$ cat src/rtl/core/rwfsp_pkg.sv
package rwfsp_pkg;

  localparam logic [31:0] MAGIC_RIFF = 32'h4646_4952;
  localparam logic [31:0] MAGIC_WAVE = 32'h4556_4157;
  localparam logic [31:0] ID_FMT     = 32'h2074_6D66;
  localparam logic [31:0] ID_DATA    = 32'h6174_6164;

  localparam logic [31:0] FMT_BODY_LEN = 32'd16;
  localparam logic [15:0] FORMAT_FLOAT = 16'd3;
  localparam logic [15:0] FLOAT_BITS   = 16'd32;
  localparam logic [15:0] MONO         = 16'd1;

  typedef enum logic [2:0] {
    ERR_NONE      = 3'd0,
    ERR_MAGIC     = 3'd1,
    ERR_FMT_SMALL = 3'd2,
    ERR_NO_FMT    = 3'd3,
    ERR_NOT_MONO  = 3'd4,
    ERR_NOT_F32   = 3'd5,
    ERR_TRUNC     = 3'd6
  } err_t;

  localparam int IN_TDATA_W  = 8;
  localparam int OUT_TDATA_W = 72;

endpackage

$ cat src/rtl/core/riff_wave_float_stream_parser_unit.sv
// each accepted input word gives its result word on the out side in the next cycle
// throughput: one input word per cycle while out_tready is high; the output register
// is refilled in the cycle it is taken
// reset: synchronous active-low rst_n; parser returns to the riff magic, errors and
// fmt fields clear, output register empties
module riff_wave_float_stream_parser_unit (
  input  logic                               clk,
  input  logic                               rst_n,
  input  logic                               in_tvalid,
  output logic                               in_tready,
  input  logic [rwfsp_pkg::IN_TDATA_W-1:0]   in_tdata,   // [7:0] byte_value
  input  logic                               in_tlast,   // stream_end
  output logic                               out_tvalid,
  input  logic                               out_tready,
  // [31:0] sample_bits, [32] header_done, [64:33] sample_rate, [67:65] error_code
  output logic [rwfsp_pkg::OUT_TDATA_W-1:0]  out_tdata,
  output logic                               out_tlast,  // sample_last
  output logic                               out_tuser   // sample_valid
);

  typedef enum logic [3:0] {
    PH_RIFF     = 4'd0,
    PH_RSIZE    = 4'd1,
    PH_WAVE     = 4'd2,
    PH_ID       = 4'd3,
    PH_SZ_FMT   = 4'd4,
    PH_SZ_DATA  = 4'd5,
    PH_SZ_OTHER = 4'd6,
    PH_FMT_BODY = 4'd7,
    PH_SKIP     = 4'd8,
    PH_DATA     = 4'd9,
    PH_DONE     = 4'd10,
    PH_ERROR    = 4'd11
  } phase_t;

  phase_t      phase_r, phase_nxt;
  logic [3:0]  cnt_r, cnt_nxt;
  logic [31:0] gather_r, gather_nxt;
  logic [32:0] skip_r, skip_nxt;
  logic        fmt_seen_r, fmt_seen_nxt;
  logic [15:0] fmt_tag_r, fmt_tag_nxt;
  logic [15:0] chan_r, chan_nxt;
  logic [15:0] bps_r, bps_nxt;
  logic [31:0] rate_r, rate_nxt;
  logic [31:0] left_r, left_nxt;
  logic [2:0]  err_r, err_nxt;
  logic        magic_bad_r, magic_bad_nxt;

  logic        ov_r;
  logic        ovalid_r, ovalid_nxt;
  logic [31:0] obits_r, obits_nxt;
  logic        olast_r, olast_nxt;
  logic        odone_r;
  logic [31:0] orate_r;
  logic [2:0]  oerr_r;

  logic        accept;
  logic [7:0]  byte_in;

  assign in_tready = !ov_r || out_tready;
  assign accept    = in_tvalid && in_tready;
  assign byte_in   = in_tdata[7:0];

  always_comb begin
    logic [31:0] w;
    logic [3:0]  cnt_inc;
    logic [3:0]  p;
    logic [32:0] skip_dec;
    logic [32:0] skip_n;
    logic [31:0] left_dec;
    logic        do_fail;
    logic [2:0]  fail_code;
    logic        do_skip;

    phase_nxt     = phase_r;
    cnt_nxt       = cnt_r;
    gather_nxt    = gather_r;
    skip_nxt      = skip_r;
    fmt_seen_nxt  = fmt_seen_r;
    fmt_tag_nxt   = fmt_tag_r;
    chan_nxt      = chan_r;
    bps_nxt       = bps_r;
    rate_nxt      = rate_r;
    left_nxt      = left_r;
    err_nxt       = err_r;
    magic_bad_nxt = magic_bad_r;
    ovalid_nxt    = 1'b0;
    obits_nxt     = 32'd0;
    olast_nxt     = 1'b0;
    do_fail       = 1'b0;
    fail_code     = rwfsp_pkg::ERR_NONE;
    do_skip       = 1'b0;
    skip_n        = 33'd0;

    w        = gather_r | (32'(byte_in) << {cnt_r[1:0], 3'b000});
    cnt_inc  = cnt_r + 4'd1;
    p        = cnt_r;
    skip_dec = skip_r - 33'd1;
    left_dec = left_r - 32'd1;

    if (in_tlast) begin
      if (phase_r == PH_DATA) begin
        phase_nxt = PH_DONE;
      end else if (phase_r <= PH_SKIP) begin
        do_fail   = 1'b1;
        fail_code = rwfsp_pkg::ERR_TRUNC;
      end
    end else if (phase_r <= PH_SZ_OTHER) begin
      if (cnt_inc >= 4'd4) begin
        gather_nxt = 32'd0;
        cnt_nxt    = 4'd0;
        unique case (phase_r)
          PH_RIFF: begin
            magic_bad_nxt = (w != rwfsp_pkg::MAGIC_RIFF);
            phase_nxt     = PH_RSIZE;
          end
          PH_RSIZE: phase_nxt = PH_WAVE;
          PH_WAVE: begin
            if (magic_bad_r || w != rwfsp_pkg::MAGIC_WAVE) begin
              do_fail   = 1'b1;
              fail_code = rwfsp_pkg::ERR_MAGIC;
            end else begin
              phase_nxt = PH_ID;
            end
          end
          PH_ID: begin
            if (w == rwfsp_pkg::ID_FMT)       phase_nxt = PH_SZ_FMT;
            else if (w == rwfsp_pkg::ID_DATA) phase_nxt = PH_SZ_DATA;
            else                              phase_nxt = PH_SZ_OTHER;
          end
          PH_SZ_FMT: begin
            if (w < rwfsp_pkg::FMT_BODY_LEN) begin
              do_fail   = 1'b1;
              fail_code = rwfsp_pkg::ERR_FMT_SMALL;
            end else begin
              skip_nxt  = {1'b0, w - rwfsp_pkg::FMT_BODY_LEN};
              phase_nxt = PH_FMT_BODY;
            end
          end
          PH_SZ_DATA: begin
            if (!fmt_seen_r) begin
              do_fail   = 1'b1;
              fail_code = rwfsp_pkg::ERR_NO_FMT;
            end else if (chan_r != rwfsp_pkg::MONO) begin
              do_fail   = 1'b1;
              fail_code = rwfsp_pkg::ERR_NOT_MONO;
            end else if (fmt_tag_r != rwfsp_pkg::FORMAT_FLOAT
                         || bps_r != rwfsp_pkg::FLOAT_BITS) begin
              do_fail   = 1'b1;
              fail_code = rwfsp_pkg::ERR_NOT_F32;
            end else begin
              left_nxt  = w;
              phase_nxt = (w == 32'd0) ? PH_DONE : PH_DATA;
            end
          end
          default: begin
            do_skip = 1'b1;
            skip_n  = {1'b0, w} + {32'd0, w[0]};
          end
        endcase
      end else begin
        gather_nxt = w;
        cnt_nxt    = cnt_inc;
      end
    end else if (phase_r == PH_FMT_BODY) begin
      if (p < 4'd2) begin
        if (p[0]) fmt_tag_nxt[15:8] = byte_in;
        else      fmt_tag_nxt[7:0]  = byte_in;
      end else if (p < 4'd4) begin
        if (p[0]) chan_nxt[15:8] = byte_in;
        else      chan_nxt[7:0]  = byte_in;
      end else if (p < 4'd8) begin
        case (p[1:0])
          2'd0:    rate_nxt[7:0]   = byte_in;
          2'd1:    rate_nxt[15:8]  = byte_in;
          2'd2:    rate_nxt[23:16] = byte_in;
          default: rate_nxt[31:24] = byte_in;
        endcase
      end else if (p >= 4'd14) begin
        if (p[0]) bps_nxt[15:8] = byte_in;
        else      bps_nxt[7:0]  = byte_in;
      end
      if (p == 4'd15) begin
        cnt_nxt      = 4'd0;
        fmt_seen_nxt = 1'b1;
        do_skip      = 1'b1;
        skip_n       = skip_r;
      end else begin
        cnt_nxt = cnt_inc;
      end
    end else if (phase_r == PH_SKIP) begin
      if (skip_r != 33'd0) skip_nxt = skip_dec;
      if (skip_r <= 33'd1) phase_nxt = PH_ID;
    end else if (phase_r == PH_DATA) begin
      left_nxt = left_dec;
      if (cnt_inc >= 4'd4) begin
        ovalid_nxt = 1'b1;
        obits_nxt  = w;
        olast_nxt  = (left_dec < 32'd4);
        gather_nxt = 32'd0;
        cnt_nxt    = 4'd0;
      end else begin
        gather_nxt = w;
        cnt_nxt    = cnt_inc;
      end
      if (left_dec == 32'd0) begin
        phase_nxt  = PH_DONE;
        gather_nxt = 32'd0;
        cnt_nxt    = 4'd0;
      end
    end

    if (do_skip) begin
      skip_nxt  = skip_n;
      phase_nxt = (skip_n == 33'd0) ? PH_ID : PH_SKIP;
    end

    if (do_fail) begin
      err_nxt   = fail_code;
      phase_nxt = PH_ERROR;
      rate_nxt  = 32'd0;
    end
  end

  always_ff @(posedge clk) begin
    if (!rst_n) begin
      phase_r     <= PH_RIFF;
      cnt_r       <= 4'd0;
      gather_r    <= 32'd0;
      skip_r      <= 33'd0;
      fmt_seen_r  <= 1'b0;
      fmt_tag_r   <= 16'd0;
      chan_r      <= 16'd0;
      bps_r       <= 16'd0;
      rate_r      <= 32'd0;
      left_r      <= 32'd0;
      err_r       <= rwfsp_pkg::ERR_NONE;
      magic_bad_r <= 1'b0;
      ov_r        <= 1'b0;
      ovalid_r    <= 1'b0;
      obits_r     <= 32'd0;
      olast_r     <= 1'b0;
      odone_r     <= 1'b0;
      orate_r     <= 32'd0;
      oerr_r      <= rwfsp_pkg::ERR_NONE;
    end else begin
      if (accept) begin
        phase_r     <= phase_nxt;
        cnt_r       <= cnt_nxt;
        gather_r    <= gather_nxt;
        skip_r      <= skip_nxt;
        fmt_seen_r  <= fmt_seen_nxt;
        fmt_tag_r   <= fmt_tag_nxt;
        chan_r      <= chan_nxt;
        bps_r       <= bps_nxt;
        rate_r      <= rate_nxt;
        left_r      <= left_nxt;
        err_r       <= err_nxt;
        magic_bad_r <= magic_bad_nxt;
        ov_r        <= 1'b1;
        ovalid_r    <= ovalid_nxt;
        obits_r     <= obits_nxt;
        olast_r     <= olast_nxt;
        odone_r     <= (phase_nxt == PH_DATA) || (phase_nxt == PH_DONE);
        orate_r     <= rate_nxt;
        oerr_r      <= err_nxt;
      end else if (out_tready) begin
        ov_r <= 1'b0;
      end
    end
  end

  assign out_tvalid = ov_r;
  assign out_tdata  = {4'd0, oerr_r, orate_r, odone_r, obits_r};
  assign out_tlast  = olast_r;
  assign out_tuser  = ovalid_r;

endmodule

$ cat config.mk
export PLATFORM = sky130hd
export DESIGN_NAME = riff_wave_float_stream_parser_unit
export DESIGN_NICKNAME = d
export VERILOG_FILES = /design/src/rtl/core/rwfsp_pkg.sv /design/src/rtl/core/riff_wave_float_stream_parser_unit.sv
export SDC_FILE = /design/constraint.sdc
export NUM_CORES = 1
export LEC_CHECK = 0
export BUFFER_PORTS_ARGS = -buffer_cell sky130_fd_sc_hd__buf_2
export CORE_MARGIN = 5
export CORE_UTILIZATION = 55
export DETAILED_ROUTE_END_ITERATION = 16
export PLACE_DENSITY = 0.73
export SETUP_SLACK_MARGIN = 0.05
export SLEW_MARGIN = 10
export SYNTH_ARGS = -nofsm -noshare
export SYNTH_HDL_FRONTEND = slang
export SYNTH_SLANG_ARGS = --single-unit
$ cat constraint.sdc
create_clock -name clk -period 8.1 [get_ports clk]
set_clock_uncertainty 0.15 [all_clocks]
set_input_delay 0.81 -clock clk [delete_from_list [all_inputs] [get_ports clk]]
set_output_delay 0.81 -clock clk [all_outputs]
set_load 0.02 [all_outputs]
==> flow_summary.toml <==
[worst_setup_path]
crit_fanout = 20
critical_path_arrival_ns = 5.27
worst_ep_required_time_ns = 8.36
endpoint_kind = "register"
critical_path_start_end_classification = "reg -> reg"
crit_path_start_kind = "register"

[place]
gp_routability_congestion = 1.02
place_worst_setup_slack_ns = 3.12
placed_instance_count = 2169
port_buffer_count = 84
placedInstanceArea_um2 = 14500
detailedPlacementHpwl_um = 38200

[synth]
syn-cell-area_um2 = 14000
postSynth.asyncResetShare = 0
synth_cell_type_count = 88
ys_ff_latch = 226
post_synth_inst_count = 1875
synth-edff-count = 0
syn_avg_cell_area_um2 = 7.49
seq_area_frac_synth = 0.322
yosys_warnings = 0
synth_top_flop_cell = "sky130_fd_sc_hd__dfxtp_1"

[clock_tree]
ctsResizeCount = 0
clockRootBuffer = "sky130_fd_sc_hd__clkbuf_16"
cts_made_buffers = 25
postCtsHoldBufs = 0
cts_tree = "built"
clock_latency_on_the_worst_skew_pair_ns = 0.56
htree_levels = 1
postCtsSetupBuffers = 0
clkSlewWorstSetupHoldPaths_ns = 0.07
cts_max_path_buffers = 3
cts.sinks = 226

[routing]
drt-wirelength-per-cell_um = 24.2
final_antenna_net_count = 0
vias_per_cell = 6.75
route.vias.total = 14900
routed_wl_um = 53500
drt_pre_antenna_iters = 6
post-route-drc-count = 0
first_iter_violations = 2104

[timing]
maxSlewViolCount = 0
grt_setup_unrepaired = "false"
setup_total_negative_slack_ns = 0
max_freq_ghz = 0.200
final.hold.worst_slack_ns = 0.301
worst_slack_ns = 3.09
finalHoldViolCount = 0
final-setup-viol-count = 0
relSlewSlack = 0.213
fin_crit_ns = 5.01
worst-slew-pin-transition_ns = 1.18
final_clock_period_utilization_by_the_worst_path = 0.618

[power]
ir_drop_mv = 0.184
cellPowerDensity_nw_per_um2 = 182
p_leak_nw = 5.58
total_power_mw = 2.79

[global_route]
grt_first_pass_wirelength_um = 81900
number_of_global_route_vias_before_repair = 13500
grt_max_degree = 107
grt.overflow.total = 0
combined_global_route_utilization_of_all_metal_layers = 0.359
number_of_antenna_violations_at_the_first_check_in_global_routing = 1

[cells_and_area]
final_core_utilization = 0.610
finish.instance_area_um2 = 15400
fin_nets = 1895
syn2layout_area_growth_pct = 9.35
final_common_cell = "sky130_fd_sc_hd__nor2_1"
layout-drive-gt1-share = 0.105
fin_cells = 2212
antenna_cells_inserted = 0
most-common-layout-cells = "sky130_fd_sc_hd__nor2_1, sky130_fd_sc_hd__dfxtp_1, sky130_fd_sc_hd__nand2_1, sky130_fd_sc_hd__a21oi_1, sky130_fd_sc_hd__o21ai_0"

[status]
run_status = "finished, final reports clean"

[floorplanning]
design.portCount = 89
die_h_um = 170
row_count = 58
design.core.area_um2 = 25200
initial_core_util = 0.558
die_x_um = 170
die_area_um2 = 28800

[hold_path]
hold_path.class = "reg -> reg"

[flow_run]
number_of_max_cap_violations = 0
==> cells by family after synthesis <==
logic type	synth area share
AO/OA/AOI/OAI	0.251
XOR/XNOR	0.0443
adder cells (fa/ha/maj)	0.0143
buffers and inverters	0.0532
flip-flops	0.322
multiplexers	0.0371
other	0.000267
AND/OR/NAND/NOR	0.278
==> critical path, stage by stage, from the launching register on <==
cell	delay, ns
sky130_fd_sc_hd__dfxtp_1	0.51
sky130_fd_sc_hd__buf_4	0.31
sky130_fd_sc_hd__nor2_1	0.37
sky130_fd_sc_hd__a21o_1	0.30
sky130_fd_sc_hd__ha_1	0.26
sky130_fd_sc_hd__and4bb_1	0.26
sky130_fd_sc_hd__o221ai_1	0.27
sky130_fd_sc_hd__or3_1	0.66
sky130_fd_sc_hd__or3_4	0.47
sky130_fd_sc_hd__o311ai_1	0.39
sky130_fd_sc_hd__a31oi_1	0.15
sky130_fd_sc_hd__nor4_1	0.31
sky130_fd_sc_hd__nand4_1	0.25
sky130_fd_sc_hd__o2bb2ai_1	0.19
==> area by class of cell <==
type | count | area [um^2]
Sequential cell | 226 | 4520
Tap cell | 330 | 413
Clock inverter | 8 | 133
Fill cell | 2335 | 9820
Timing Repair Buffer | 109 | 608
Multi-Input combinational cell | 1472 | 8830
Clock buffer | 35 | 723
Inverter | 32 | 125
==> routing by layer <==
metal,part of all wire,up-vias,global-route usage
li1,-,6817,-
met2,0.40,894,0.494
met3,0.12,133,0.0878
met1,0.44,7086,0.540
met5,0,-,0
met4,0.043,0,0.133
==> worst paths after layout <==
| kind | start | to | slack [ns] | cells after the start |
|---|---|---|---|---|
| max | cnt_r[1] | phase_r[3] | 3.09 | 13 |
| min | fmt_tag_r[4] | fmt_tag_r[4] | 0.30 | 2 |
| max reg2reg | cnt_r[1] | phase_r[3] | 3.09 | 13 |
| min reg2reg | fmt_tag_r[4] | fmt_tag_r[4] | 0.30 | 2 |
==> registers in the layout, summed over array words and instances (netlist names) <==
name / cells
chan_r: 16
left_r: 32
magic_bad_r: 1
skip_r: 33
gather_r: 32
fmt_seen_r: 1
fmt_tag_r: 16
odone_r: 1
cnt_r: 4
out_tuser: 1
phase_r: 4
bps_r: 16
obits_r: 32
orate_r: 32
out_tvalid: 1
out_tlast: 1
oerr_r: 3
==> synthesized netlist by cell type, drive strengths merged (8+ instances only) <==
library cell / n / area share
nor2: 261 / 0.070
dfxtp: 226 / 0.32
inv: 32 / 0.0086
buf: 33 / 0.014
o221ai: 10 / 0.0067
or4: 22 / 0.012
and3: 10 / 0.0045
ha: 16 / 0.014
o22ai: 20 / 0.0089
or2: 15 / 0.0067
a21o: 20 / 0.011
xnor2: 54 / 0.034
nor4: 59 / 0.028
or3: 21 / 0.0097
o21ai: 109 / 0.039
a31oi: 25 / 0.011
o311ai: 8 / 0.0050
nor3: 53 / 0.020
nand2: 213 / 0.057
o211ai: 26 / 0.014
a2bb2oi: 10 / 0.0062
a22oi: 48 / 0.026
nor2b: 8 / 0.0036
mux2i: 52 / 0.037
a311oi: 10 / 0.0067
nand2b: 17 / 0.0081
nor3b: 9 / 0.0055
nand4: 24 / 0.011
a21oi: 129 / 0.047
o31ai: 9 / 0.0048
a211oi: 40 / 0.021
xor2: 17 / 0.011
nand3: 32 / 0.011
and2: 17 / 0.0076
clkbuf: 115 / 0.031
==> power breakdown <==
| part | switching (mW) | internal [mW] | total [mW] |
|---|---|---|---|
| logic | 0.308 | 0.127 | 0.435 |
| registers | 0.0179 | 1.12 | 1.14 |
| clock network | 0.496 | 0.717 | 1.21 |
| total | 0.821 | 1.97 | 2.79 |
Note: power is estimated with default switching activity, not from simulation.
